[src/rtl/comest_pkg.sv]
// Shared types and constants of the clock offset median estimator.
package comest_pkg;

    localparam int TYPE_W = 8;
    localparam int TIME_W = 48;
    localparam int OFS_W = 49;

    // Configuration port.
    localparam int CFG_INDEX_W = 2;
    localparam int CFG_DATA_W = OFS_W;
    localparam logic [CFG_INDEX_W-1:0] REG_SYNC_TYPE = 2'd0;
    localparam logic [CFG_INDEX_W-1:0] REG_UNSET_OFFSET = 2'd1;

    // Samples gathered per median batch.
    localparam int SAMPLES_DEFAULT = 8;

    // Entries in the queue between the front and back parts.
    localparam int FIFO_DEPTH = 2;

    // One classified item handed from the front part to the back part.
    typedef struct packed {
        logic [TYPE_W-1:0]       type_code;
        logic [TIME_W-1:0]       msg_time;
        logic                    is_sync;
        logic signed [OFS_W-1:0] sample;
    } fe_item_t;

endpackage

[src/rtl/clock_offset_median_estimator_top.sv]
// Path: a message passes the front part's first and second stage, the queue and the
// back part's output register; the message that completes a batch also waits for the
// median search. The front part takes no new message until the last is handed on; the
// search reads the store over one port, one sample per cycle, once per candidate.
// Reset: aresetn is synchronous and active low; it clears the configuration, the
// offset state, the sample count, the queue and the pending result. The sample store is not cleared.
module clock_offset_median_estimator_top #(
    parameter int SAMPLES = comest_pkg::SAMPLES_DEFAULT
) (
    input  logic                                      aclk,
    input  logic                                      aresetn,
    // Configuration write channel.
    input  logic                                      cfg_valid,
    output logic                                      cfg_ready,
    input  logic [comest_pkg::CFG_INDEX_W-1:0]        cfg_index,
    input  logic [comest_pkg::CFG_DATA_W-1:0]         cfg_data,
    // Message input channel.
    input  logic                                      s_valid,
    output logic                                      s_ready,
    input  logic [comest_pkg::TYPE_W-1:0]             s_message_type,
    input  logic [comest_pkg::TIME_W-1:0]             s_message_time,
    input  logic [comest_pkg::TIME_W-1:0]             s_client_send_time,
    input  logic [comest_pkg::TIME_W-1:0]             s_server_stamp_time,
    input  logic [comest_pkg::TIME_W-1:0]             s_arrival_time,
    // Result output channel.
    output logic                                      m_valid,
    input  logic                                      m_ready,
    output logic [comest_pkg::TIME_W-1:0]             m_adjusted_time,
    output logic [comest_pkg::TYPE_W-1:0]             m_type_echo,
    output logic signed [comest_pkg::OFS_W-1:0]       m_current_offset,
    output logic                                      m_offset_accurate,
    output logic                                      m_median_updated
);

    logic [comest_pkg::TYPE_W-1:0]       sync_type_reg;
    logic signed [comest_pkg::OFS_W-1:0] unset_offset_reg;

    logic                 fe_valid, fe_ready;
    comest_pkg::fe_item_t fe_item;
    logic                 q_valid, q_ready;
    comest_pkg::fe_item_t q_item;

    assign cfg_ready = 1'b1;

    // Configuration registers; writes to unknown indexes are dropped.
    always_ff @(posedge aclk) begin
        if (!aresetn) begin
            sync_type_reg    <= '0;
            unset_offset_reg <= '0;
        end else if (cfg_valid && cfg_ready) begin
            case (cfg_index)
                comest_pkg::REG_SYNC_TYPE: begin
                    sync_type_reg <= cfg_data[comest_pkg::TYPE_W-1:0];
                end
                comest_pkg::REG_UNSET_OFFSET: begin
                    unset_offset_reg <= $signed(cfg_data);
                end
                default: begin
                end
            endcase
        end
    end

    comest_front u_front (
        .aclk                 (aclk),
        .aresetn              (aresetn),
        .sync_type            (sync_type_reg),
        .in_valid             (s_valid),
        .in_ready             (s_ready),
        .in_message_type      (s_message_type),
        .in_message_time      (s_message_time),
        .in_client_send_time  (s_client_send_time),
        .in_server_stamp_time (s_server_stamp_time),
        .in_arrival_time      (s_arrival_time),
        .out_valid            (fe_valid),
        .out_ready            (fe_ready),
        .out_item             (fe_item)
    );

    comest_fifo u_fifo (
        .aclk      (aclk),
        .aresetn   (aresetn),
        .in_valid  (fe_valid),
        .in_ready  (fe_ready),
        .in_item   (fe_item),
        .out_valid (q_valid),
        .out_ready (q_ready),
        .out_item  (q_item)
    );

    comest_back #(
        .SAMPLES (SAMPLES)
    ) u_back (
        .aclk              (aclk),
        .aresetn           (aresetn),
        .unset_offset      (unset_offset_reg),
        .q_valid           (q_valid),
        .q_ready           (q_ready),
        .q_item            (q_item),
        .m_valid           (m_valid),
        .m_ready           (m_ready),
        .m_adjusted_time   (m_adjusted_time),
        .m_type_echo       (m_type_echo),
        .m_current_offset  (m_current_offset),
        .m_offset_accurate (m_offset_accurate),
        .m_median_updated  (m_median_updated)
    );

endmodule

[src/rtl/comest_ram.sv]
// Generic single-write, single-read memory with registered read data.
module comest_ram #(
    parameter int WIDTH = 8,
    parameter int DEPTH = 8
) (
    input  logic                                     aclk,
    input  logic                                     we,
    input  logic [((DEPTH > 1) ? $clog2(DEPTH) : 1)-1:0] waddr,
    input  logic [WIDTH-1:0]                         wdata,
    input  logic [((DEPTH > 1) ? $clog2(DEPTH) : 1)-1:0] raddr,
    output logic [WIDTH-1:0]                         rdata
);

    logic [WIDTH-1:0] mem [DEPTH];

    // Write port and registered read port.
    always_ff @(posedge aclk) begin
        if (we) begin
            mem[waddr] <= wdata;
        end
        rdata <= mem[raddr];
    end

endmodule

[src/rtl/comest_fifo.sv]
// Short queue that decouples the front part from the back part.
module comest_fifo (
    input  logic                aclk,
    input  logic                aresetn,
    input  logic                in_valid,
    output logic                in_ready,
    input  comest_pkg::fe_item_t in_item,
    output logic                out_valid,
    input  logic                out_ready,
    output comest_pkg::fe_item_t out_item
);

    localparam int PW = (comest_pkg::FIFO_DEPTH > 1) ? $clog2(comest_pkg::FIFO_DEPTH) : 1;
    localparam int CW = $clog2(comest_pkg::FIFO_DEPTH + 1);
    localparam logic [CW-1:0] FULL_CNT = CW'(comest_pkg::FIFO_DEPTH);
    localparam logic [PW-1:0] LAST_PTR = PW'(comest_pkg::FIFO_DEPTH - 1);

    comest_pkg::fe_item_t entry_reg [comest_pkg::FIFO_DEPTH];
    logic [PW-1:0] wr_ptr_reg, wr_ptr_next;
    logic [PW-1:0] rd_ptr_reg, rd_ptr_next;
    logic [CW-1:0] count_reg, count_next;
    logic          push, pop;

    assign in_ready  = (count_reg != FULL_CNT);
    assign out_valid = (count_reg != '0);
    assign out_item  = entry_reg[rd_ptr_reg];
    assign push      = in_valid && in_ready;
    assign pop       = out_valid && out_ready;

    // Pointer and fill-count update.
    always_comb begin
        wr_ptr_next = wr_ptr_reg;
        rd_ptr_next = rd_ptr_reg;
        count_next  = count_reg;
        if (push) begin
            wr_ptr_next = (wr_ptr_reg == LAST_PTR) ? '0 : wr_ptr_reg + 1'b1;
        end
        if (pop) begin
            rd_ptr_next = (rd_ptr_reg == LAST_PTR) ? '0 : rd_ptr_reg + 1'b1;
        end
        if (push && !pop) begin
            count_next = count_reg + 1'b1;
        end else if (pop && !push) begin
            count_next = count_reg - 1'b1;
        end
    end

    always_ff @(posedge aclk) begin
        if (!aresetn) begin
            wr_ptr_reg <= '0;
            rd_ptr_reg <= '0;
            count_reg  <= '0;
        end else begin
            wr_ptr_reg <= wr_ptr_next;
            rd_ptr_reg <= rd_ptr_next;
            count_reg  <= count_next;
        end
    end

    // Entry storage needs no reset.
    always_ff @(posedge aclk) begin
        if (push) begin
            entry_reg[wr_ptr_reg] <= in_item;
        end
    end

endmodule

[src/rtl/comest_front.sv]
// Front part: accepts messages, classifies them and forms the offset sample.
module comest_front (
    input  logic                                 aclk,
    input  logic                                 aresetn,
    input  logic [comest_pkg::TYPE_W-1:0]        sync_type,
    input  logic                                 in_valid,
    output logic                                 in_ready,
    input  logic [comest_pkg::TYPE_W-1:0]        in_message_type,
    input  logic [comest_pkg::TIME_W-1:0]        in_message_time,
    input  logic [comest_pkg::TIME_W-1:0]        in_client_send_time,
    input  logic [comest_pkg::TIME_W-1:0]        in_server_stamp_time,
    input  logic [comest_pkg::TIME_W-1:0]        in_arrival_time,
    output logic                                 out_valid,
    input  logic                                 out_ready,
    output comest_pkg::fe_item_t                 out_item
);

    localparam int OW = comest_pkg::OFS_W;
    localparam int WW = OW + 2;

    localparam logic [1:0] F_IDLE = 2'd0;
    localparam logic [1:0] F_CALC = 2'd1;
    localparam logic [1:0] F_PUSH = 2'd2;

    logic [1:0] state_reg, state_next;

    // First stage: the two differences and the classification.
    logic [comest_pkg::TYPE_W-1:0] type_reg;
    logic [comest_pkg::TIME_W-1:0] time_reg;
    logic                          sync_reg;
    logic signed [OW-1:0]          diff_reg;
    logic signed [OW-1:0]          rtt_reg;

    // Second stage: the saturated sample.
    comest_pkg::fe_item_t item_reg, item_next;

    logic signed [OW-1:0] half_floor;
    logic                 carry_in;
    logic signed [WW-1:0] sample_wide;
    logic signed [OW-1:0] sample_sat;

    assign in_ready  = (state_reg == F_IDLE);
    assign out_valid = (state_reg == F_PUSH);
    assign out_item  = item_reg;

    // Sample is diff - trunc(rtt / 2); the floor shift plus a carry-in gives the
    // truncation toward zero, so the subtract stays one adder.
    always_comb begin
        half_floor  = rtt_reg >>> 1;
        carry_in    = !(rtt_reg[OW-1] && rtt_reg[0]);
        sample_wide = {{2{diff_reg[OW-1]}}, diff_reg}
                    + ~{{2{half_floor[OW-1]}}, half_floor}
                    + {{(WW-1){1'b0}}, carry_in};
        if (sample_wide[WW-1:OW-1] == '0 || sample_wide[WW-1:OW-1] == '1) begin
            sample_sat = sample_wide[OW-1:0];
        end else if (!sample_wide[WW-1]) begin
            sample_sat = {1'b0, {(OW-1){1'b1}}};
        end else begin
            sample_sat = {1'b1, {(OW-1){1'b0}}};
        end
        item_next.type_code = type_reg;
        item_next.msg_time  = time_reg;
        item_next.is_sync   = sync_reg;
        item_next.sample    = sample_sat;
    end

    // Sequencer: accept, compute, hand over to the queue.
    always_comb begin
        state_next = state_reg;
        case (state_reg)
            F_IDLE: begin
                if (in_valid) begin
                    state_next = F_CALC;
                end
            end
            F_CALC: begin
                state_next = F_PUSH;
            end
            F_PUSH: begin
                if (out_ready) begin
                    state_next = F_IDLE;
                end
            end
            default: begin
                state_next = F_IDLE;
            end
        endcase
    end

    always_ff @(posedge aclk) begin
        if (!aresetn) begin
            state_reg <= F_IDLE;
        end else begin
            state_reg <= state_next;
        end
    end

    // Datapath registers need no reset.
    always_ff @(posedge aclk) begin
        if (in_valid && in_ready) begin
            type_reg <= in_message_type;
            time_reg <= in_message_time;
            sync_reg <= (in_message_type == sync_type);
            diff_reg <= {1'b0, in_arrival_time} - {1'b0, in_server_stamp_time};
            rtt_reg  <= {1'b0, in_arrival_time} - {1'b0, in_client_send_time};
        end
        if (state_reg == F_CALC) begin
            item_reg <= item_next;
        end
    end

endmodule

[src/rtl/comest_back.sv]
// Back part: offset state, sample store and median selection.
module comest_back #(
    parameter int SAMPLES = comest_pkg::SAMPLES_DEFAULT
) (
    input  logic                                 aclk,
    input  logic                                 aresetn,
    input  logic signed [comest_pkg::OFS_W-1:0]  unset_offset,
    input  logic                                 q_valid,
    output logic                                 q_ready,
    input  comest_pkg::fe_item_t                 q_item,
    output logic                                 m_valid,
    input  logic                                 m_ready,
    output logic [comest_pkg::TIME_W-1:0]        m_adjusted_time,
    output logic [comest_pkg::TYPE_W-1:0]        m_type_echo,
    output logic signed [comest_pkg::OFS_W-1:0]  m_current_offset,
    output logic                                 m_offset_accurate,
    output logic                                 m_median_updated
);

    localparam int OW = comest_pkg::OFS_W;
    localparam int AW = (SAMPLES > 1) ? $clog2(SAMPLES) : 1;
    localparam int CW = $clog2(SAMPLES + 1);
    localparam logic [CW-1:0] LAST_CNT = CW'(SAMPLES - 1);
    localparam logic [CW-1:0] FULL_CNT = CW'(SAMPLES);
    localparam logic [CW-1:0] MID_RANK = CW'(SAMPLES / 2);
    localparam logic [AW-1:0] FIRST_ADDR = '0;

    localparam logic [2:0] B_IDLE  = 3'd0;
    localparam logic [2:0] B_CAND  = 3'd1;
    localparam logic [2:0] B_CAPT  = 3'd2;
    localparam logic [2:0] B_SCAN  = 3'd3;
    localparam logic [2:0] B_CHECK = 3'd4;

    logic [2:0]            state_reg, state_next;
    logic [CW-1:0]         count_reg, count_next;
    logic signed [OW-1:0]  offset_reg, offset_next;
    logic                  offset_valid_reg, offset_valid_next;
    logic                  accurate_reg, accurate_next;
    logic [AW-1:0]         cand_idx_reg, cand_idx_next;
    logic signed [OW-1:0]  cand_reg, cand_next;
    logic [CW-1:0]         scan_reg, scan_next;
    logic [CW-1:0]         lt_reg, lt_next;
    logic [CW-1:0]         le_reg, le_next;
    logic [comest_pkg::TIME_W-1:0] pend_time_reg, pend_time_next;
    logic [comest_pkg::TYPE_W-1:0] pend_type_reg, pend_type_next;

    logic                          m_valid_reg, m_valid_next;
    logic [comest_pkg::TIME_W-1:0] m_time_reg, m_time_next;
    logic [comest_pkg::TYPE_W-1:0] m_type_reg, m_type_next;
    logic signed [OW-1:0]          m_offset_reg, m_offset_next;
    logic                          m_accurate_reg, m_accurate_next;
    logic                          m_median_reg, m_median_next;

    logic                  ram_we;
    logic [AW-1:0]         ram_raddr;
    logic [OW-1:0]         ram_rdata;
    logic signed [OW-1:0]  stored;
    logic signed [OW-1:0]  offset_before;
    logic [comest_pkg::TIME_W-1:0] adjusted;
    logic                  out_free;

    // Sample store; entries are read only after being written in this batch.
    comest_ram #(
        .WIDTH (OW),
        .DEPTH (SAMPLES)
    ) u_store (
        .aclk  (aclk),
        .we    (ram_we),
        .waddr (count_reg[AW-1:0]),
        .wdata (q_item.sample),
        .raddr (ram_raddr),
        .rdata (ram_rdata)
    );

    assign stored        = $signed(ram_rdata);
    assign offset_before = offset_valid_reg ? offset_reg : unset_offset;
    assign adjusted      = q_item.msg_time + offset_before[comest_pkg::TIME_W-1:0];
    assign out_free      = !m_valid_reg || m_ready;
    assign q_ready       = (state_reg == B_IDLE) && out_free;

    assign m_valid           = m_valid_reg;
    assign m_adjusted_time   = m_time_reg;
    assign m_type_echo       = m_type_reg;
    assign m_current_offset  = m_offset_reg;
    assign m_offset_accurate = m_accurate_reg;
    assign m_median_updated  = m_median_reg;

    // Item execution and the median search. The search tries each stored
    // sample as a candidate, counts the samples below and at-or-below it, and
    // stops at the one whose rank range covers the middle position.
    always_comb begin
        state_next        = state_reg;
        count_next        = count_reg;
        offset_next       = offset_reg;
        offset_valid_next = offset_valid_reg;
        accurate_next     = accurate_reg;
        cand_idx_next     = cand_idx_reg;
        cand_next         = cand_reg;
        scan_next         = scan_reg;
        lt_next           = lt_reg;
        le_next           = le_reg;
        pend_time_next    = pend_time_reg;
        pend_type_next    = pend_type_reg;
        m_valid_next      = m_valid_reg;
        m_time_next       = m_time_reg;
        m_type_next       = m_type_reg;
        m_offset_next     = m_offset_reg;
        m_accurate_next   = m_accurate_reg;
        m_median_next     = m_median_reg;
        ram_we            = 1'b0;
        ram_raddr         = FIRST_ADDR;

        if (m_valid_reg && m_ready) begin
            m_valid_next = 1'b0;
        end

        case (state_reg)
            B_IDLE: begin
                if (q_valid && out_free) begin
                    pend_time_next  = adjusted;
                    pend_type_next  = q_item.type_code;
                    m_time_next     = adjusted;
                    m_type_next     = q_item.type_code;
                    m_offset_next   = offset_before;
                    m_accurate_next = accurate_reg;
                    m_median_next   = 1'b0;
                    if (q_item.is_sync) begin
                        ram_we = 1'b1;
                        if (!offset_valid_reg) begin
                            offset_next       = q_item.sample;
                            offset_valid_next = 1'b1;
                            m_offset_next     = q_item.sample;
                        end
                        if (count_reg == LAST_CNT) begin
                            state_next    = B_CAND;
                            cand_idx_next = FIRST_ADDR;
                        end else begin
                            count_next   = count_reg + 1'b1;
                            m_valid_next = 1'b1;
                        end
                    end else begin
                        m_valid_next = 1'b1;
                    end
                end
            end
            B_CAND: begin
                ram_raddr  = cand_idx_reg;
                state_next = B_CAPT;
            end
            B_CAPT: begin
                cand_next  = stored;
                scan_next  = '0;
                lt_next    = '0;
                le_next    = '0;
                state_next = B_SCAN;
            end
            B_SCAN: begin
                if (scan_reg != FULL_CNT) begin
                    ram_raddr = scan_reg[AW-1:0];
                    scan_next = scan_reg + 1'b1;
                end else begin
                    state_next = B_CHECK;
                end
                // Read data is registered and answers the address of the cycle before.
                if (scan_reg != '0) begin
                    if (stored < cand_reg) begin
                        lt_next = lt_reg + 1'b1;
                    end
                    if (stored <= cand_reg) begin
                        le_next = le_reg + 1'b1;
                    end
                end
            end
            B_CHECK: begin
                if (lt_reg <= MID_RANK && le_reg > MID_RANK) begin
                    offset_next       = cand_reg;
                    offset_valid_next = 1'b1;
                    accurate_next     = 1'b1;
                    count_next        = '0;
                    state_next        = B_IDLE;
                    m_valid_next      = 1'b1;
                    m_time_next       = pend_time_reg;
                    m_type_next       = pend_type_reg;
                    m_offset_next     = cand_reg;
                    m_accurate_next   = 1'b1;
                    m_median_next     = 1'b1;
                end else begin
                    cand_idx_next = cand_idx_reg + 1'b1;
                    state_next    = B_CAND;
                end
            end
            default: begin
                state_next = B_IDLE;
            end
        endcase
    end

    // Control state.
    always_ff @(posedge aclk) begin
        if (!aresetn) begin
            state_reg        <= B_IDLE;
            count_reg        <= '0;
            offset_valid_reg <= 1'b0;
            accurate_reg     <= 1'b0;
            m_valid_reg      <= 1'b0;
        end else begin
            state_reg        <= state_next;
            count_reg        <= count_next;
            offset_valid_reg <= offset_valid_next;
            accurate_reg     <= accurate_next;
            m_valid_reg      <= m_valid_next;
        end
    end

    // Payload and search registers.
    always_ff @(posedge aclk) begin
        offset_reg     <= offset_next;
        cand_idx_reg   <= cand_idx_next;
        cand_reg       <= cand_next;
        scan_reg       <= scan_next;
        lt_reg         <= lt_next;
        le_reg         <= le_next;
        pend_time_reg  <= pend_time_next;
        pend_type_reg  <= pend_type_next;
        m_time_reg     <= m_time_next;
        m_type_reg     <= m_type_next;
        m_offset_reg   <= m_offset_next;
        m_accurate_reg <= m_accurate_next;
        m_median_reg   <= m_median_next;
    end

endmodule

[config.mk]
export PLATFORM = sky130hd
export DESIGN_NAME = clock_offset_median_estimator_top
export DESIGN_NICKNAME = d
export VERILOG_FILES = /design/src/rtl/comest_pkg.sv /design/src/rtl/clock_offset_median_estimator_top.sv /design/src/rtl/comest_ram.sv /design/src/rtl/comest_fifo.sv /design/src/rtl/comest_front.sv /design/src/rtl/comest_back.sv
export SDC_FILE = /design/constraint.sdc
export NUM_CORES = 2
export LEC_CHECK = 0
export BUFFER_PORTS_ARGS = -buffer_cell sky130_fd_sc_hd__clkbuf_2
export CELL_PAD_IN_SITES_DETAIL_PLACEMENT = 1
export CELL_PAD_IN_SITES_GLOBAL_PLACEMENT = 1
export CORE_MARGIN = 4
export CORE_UTILIZATION = 36
export CTS_CLUSTER_DIAMETER = 100
export DETAILED_ROUTE_END_ITERATION = 8
export GPL_ROUTABILITY_DRIVEN = 1
export PLACE_DENSITY = 0.67
export SYNTH_ARGS = -nofsm -noshare
export SYNTH_HDL_FRONTEND = slang
export SYNTH_SLANG_ARGS = --single-unit
[constraint.sdc]
create_clock -name aclk -period 20.3 [get_ports aclk]
set_input_delay 1.015 -clock aclk [delete_from_list [all_inputs] [get_ports aclk]]
set_output_delay 1.015 -clock aclk [all_outputs]
set_load 0.01 [all_outputs]
==> impl_metrics.ini <==
[outcome]
outcome = finished, final reports clean

[drt]
wl_per_cell_microns = 22.05
drt-pass1-iter-count = 5
drt_iter0_drc = 3264
avgViaCountPerCell = 5.210
detail_route.wirelength_mm = 167.2
dr_total_vias = 39510
drt.antenna.violating_nets = 0
drc = 0

[die]
starting_density_of_the_core = 0.3623
pin_count = 366
rows = 147
die-height_microns = 410
placeableCoreArea_sq_um = 160600
design.die.area_sq_um = 168100
fp.dieW_microns = 410

[setup_path]
critical_path_arrival_ns = 6.42
reg2reg_setup_slack_ns = 14.40
timing.critical_path.to_type = flop
cp_data_required_time_ns = 20.82
criticalPathCategory = flop to flop
crit_path_max_fanout = 54
critPathLaunchType = flop

[clock_network]
cts_buffer_depth = 3
tritoncts = yes
htree_num_levels = 4
clock_insertion_delay_worst_skew_ns = 0.77
path_clk_slew_ns = 0.07
cts-root-buf = clkbuf_16
post-cts-setup-buffer-count = 0
cts_num_sinks = 1264
cts.hold.buffers_added = 0
cts-buffers-inserted = 139
cts_repair_resize_count = 0

[logic_synthesis]
post_synthesis_instance_area_sq_um = 58180
syn-mean-instance-area_sq_um = 11.72
post_synth_num_cell_types = 78
synthesis.instances = 4963
asyncSetResetFlopFracSynth = 0
synth.ff_latch_count = 1264
synth_top_cells_by_area = edfxtp_1, nand2_1, ha_1
synth_top_cell_area_share = 0.5889
yosysTopAreaCell = edfxtp_1
synth_ff_type = edfxtp_1
total_number_of_yosys_warnings = 0
number_of_synthesized_flops_with_an_enable_pin = 1141
mappedNetlistNets = 5473
seq_area_frac_synth = 0.6313

[global_route]
global_route_wire_length_before_repair_mm = 253.2
largest_net_degree_at_the_start_of_global_routing = 148
globalRouteTotalUtil = 0.1959
globalRoute.totalOverflow = 0
antenna_violations_before_repair = 6
first_global_vias = 41220

[sta]
setup_viol = 0
clock.fmax_mhz = 169.5
setup_repair_after_global_routing_missed_its_margin = no
maxSlewHeadroom = 0.1099
worstMarginPinSlew_ns = 1.298
fin_skew_ns = 0.02820
finalWorstPathRequiredPeriod_ns = 5.900
finalHoldViolCount = 0
final_worst_setup_slack_ns = 14.40
setup-tns-final_ns = 0
drv_slew = 0
post-route-period-util = 0.2906

[placed_design]
number_of_instances_in_the_placed_design = 7324
place_worst_setup_slack_ns = 14.44
buffer_ports.inserted = 364
hpwl_mm = 115.4
place_congestion = 0.8717

[cells_and_area]
finalNetCount = 5815
flow.area_growth_from_synthesis_pct = 15.11
largest_reg_flops = 392
final_cells = 7582
post_route_cells_drive_above_1_share = 0.1350
finalCoreUtilization = 0.4171
mostFrequentLayoutCell = edfxtp_1
final_cell_mix = edfxtp_1, nand2_1, clkbuf_2, inv_1, nand3_1
num_antenna_cells = 0
fillers = 17250

[power]
leakage_power_nw = 25.80
power_density_nw_per_um2 = 115.6
power.total_mw = 7.739
peakVddDrop_mv = 0.07346

[min_path]
timing.hold.worst.class = flop to flop

[run]
max-cap-violations = 0
[cells in the mapped netlist (20+ instances only)]
cell,instances
mux2_2,65
o21bai_1,26
inv_1,338
edfxtp_1,1141
a31oi_1,68
dfxtp_1,123
clkbuf_1,185
a21o_1,133
nand4_1,46
nand2_1,857
ha_1,249
nor2b_1,54
o21a_1,29
mux2i_1,60
buf_1,20
nand2b_1,37
a21oi_1,268
nor2_1,207
o211ai_1,60
a21boi_0,59
nor3_1,28
nand3_1,287
xor2_1,76
o21ai_0,244
xnor2_1,121
[cell families after synthesis]
| group | share of synthesized area |
|---|---|
| compound gates | 0.1062 |
| mux | 0.02290 |
| other cells | 0.00006446 |
| flops | 0.6313 |
| buf+inv | 0.03617 |
| simple gates | 0.1184 |
| fa+ha+maj | 0.05527 |
| xor+xnor | 0.02966 |
[worst paths after layout]
check                           startpoint                                    to  depth (start not counted)
max                                   flop  u_back.m_adjusted_time[47]$_DFFE_PP_                         16
min          u_front.time_reg[8]$_DFFE_PP_        u_front.out_item[58]$_DFFE_PN_                          0
max reg2reg                           flop  u_back.m_adjusted_time[47]$_DFFE_PP_                         16
min reg2reg  u_front.time_reg[8]$_DFFE_PP_        u_front.out_item[58]$_DFFE_PN_                          0
[area by class of cell]
type	instances	area [sq um]	area share
Clock inverter	65	686.9	0.01026
Tap cell	2160	2703	0.04035
Sequential cell	1264	36730	0.5485
Multi-Input combinational cell	3146	19520	0.2915
Timing Repair Buffer	415	2242	0.03348
Clock buffer	193	3814	0.05695
Inverter	339	1272	0.01900
[routing by layer]
metal	share of wire	routed length [microns]	track usage
met1	0.45	75890	0.2771
met2	0.46	77690	0.3173
met3	0.065	10910	0.03243
met4	0.016	2662	0.04440
met5	0.000078	13	0
[power breakdown]
group	total (mW)	switching (mW)	internal, mW
logic	1.70	1.11	0.585
registers	3.56	0.190	3.37
clock network	2.49	1.04	1.44
total	7.74	2.34	5.39
[worst max-delay path: stages, from the launching register on]
cell and delay (ns):
dfxtp_4 0.90, buf_4 0.81, mux2_2 0.42, ha_1 0.38
a21o_1 0.18, a21o_1 0.19, a21oi_1 0.17, nor2_1 0.07
a21oi_1 0.15, nand3_1 0.17, a311oi_1 0.87, o31ai_1 0.21
buf_4 0.21, a41o_1 0.27, a31oi_1 0.24, xor2_1 0.12
mux2_2 0.27
[metrics by stage]
| step | area, sq um | hold WS, ns |
|---|---|---|
| after detailed placement | 62470 | 0.4056 |
| after global placement | 62470 | 0.4017 |
| after floorplan | 58180 | 0.4003 |
| final | 66970 | 0.4147 |
| after CTS | 66970 | 0.3650 |
| after global routing | 66970 | 0.3885 |
Power figures use the tool's default switching activity.
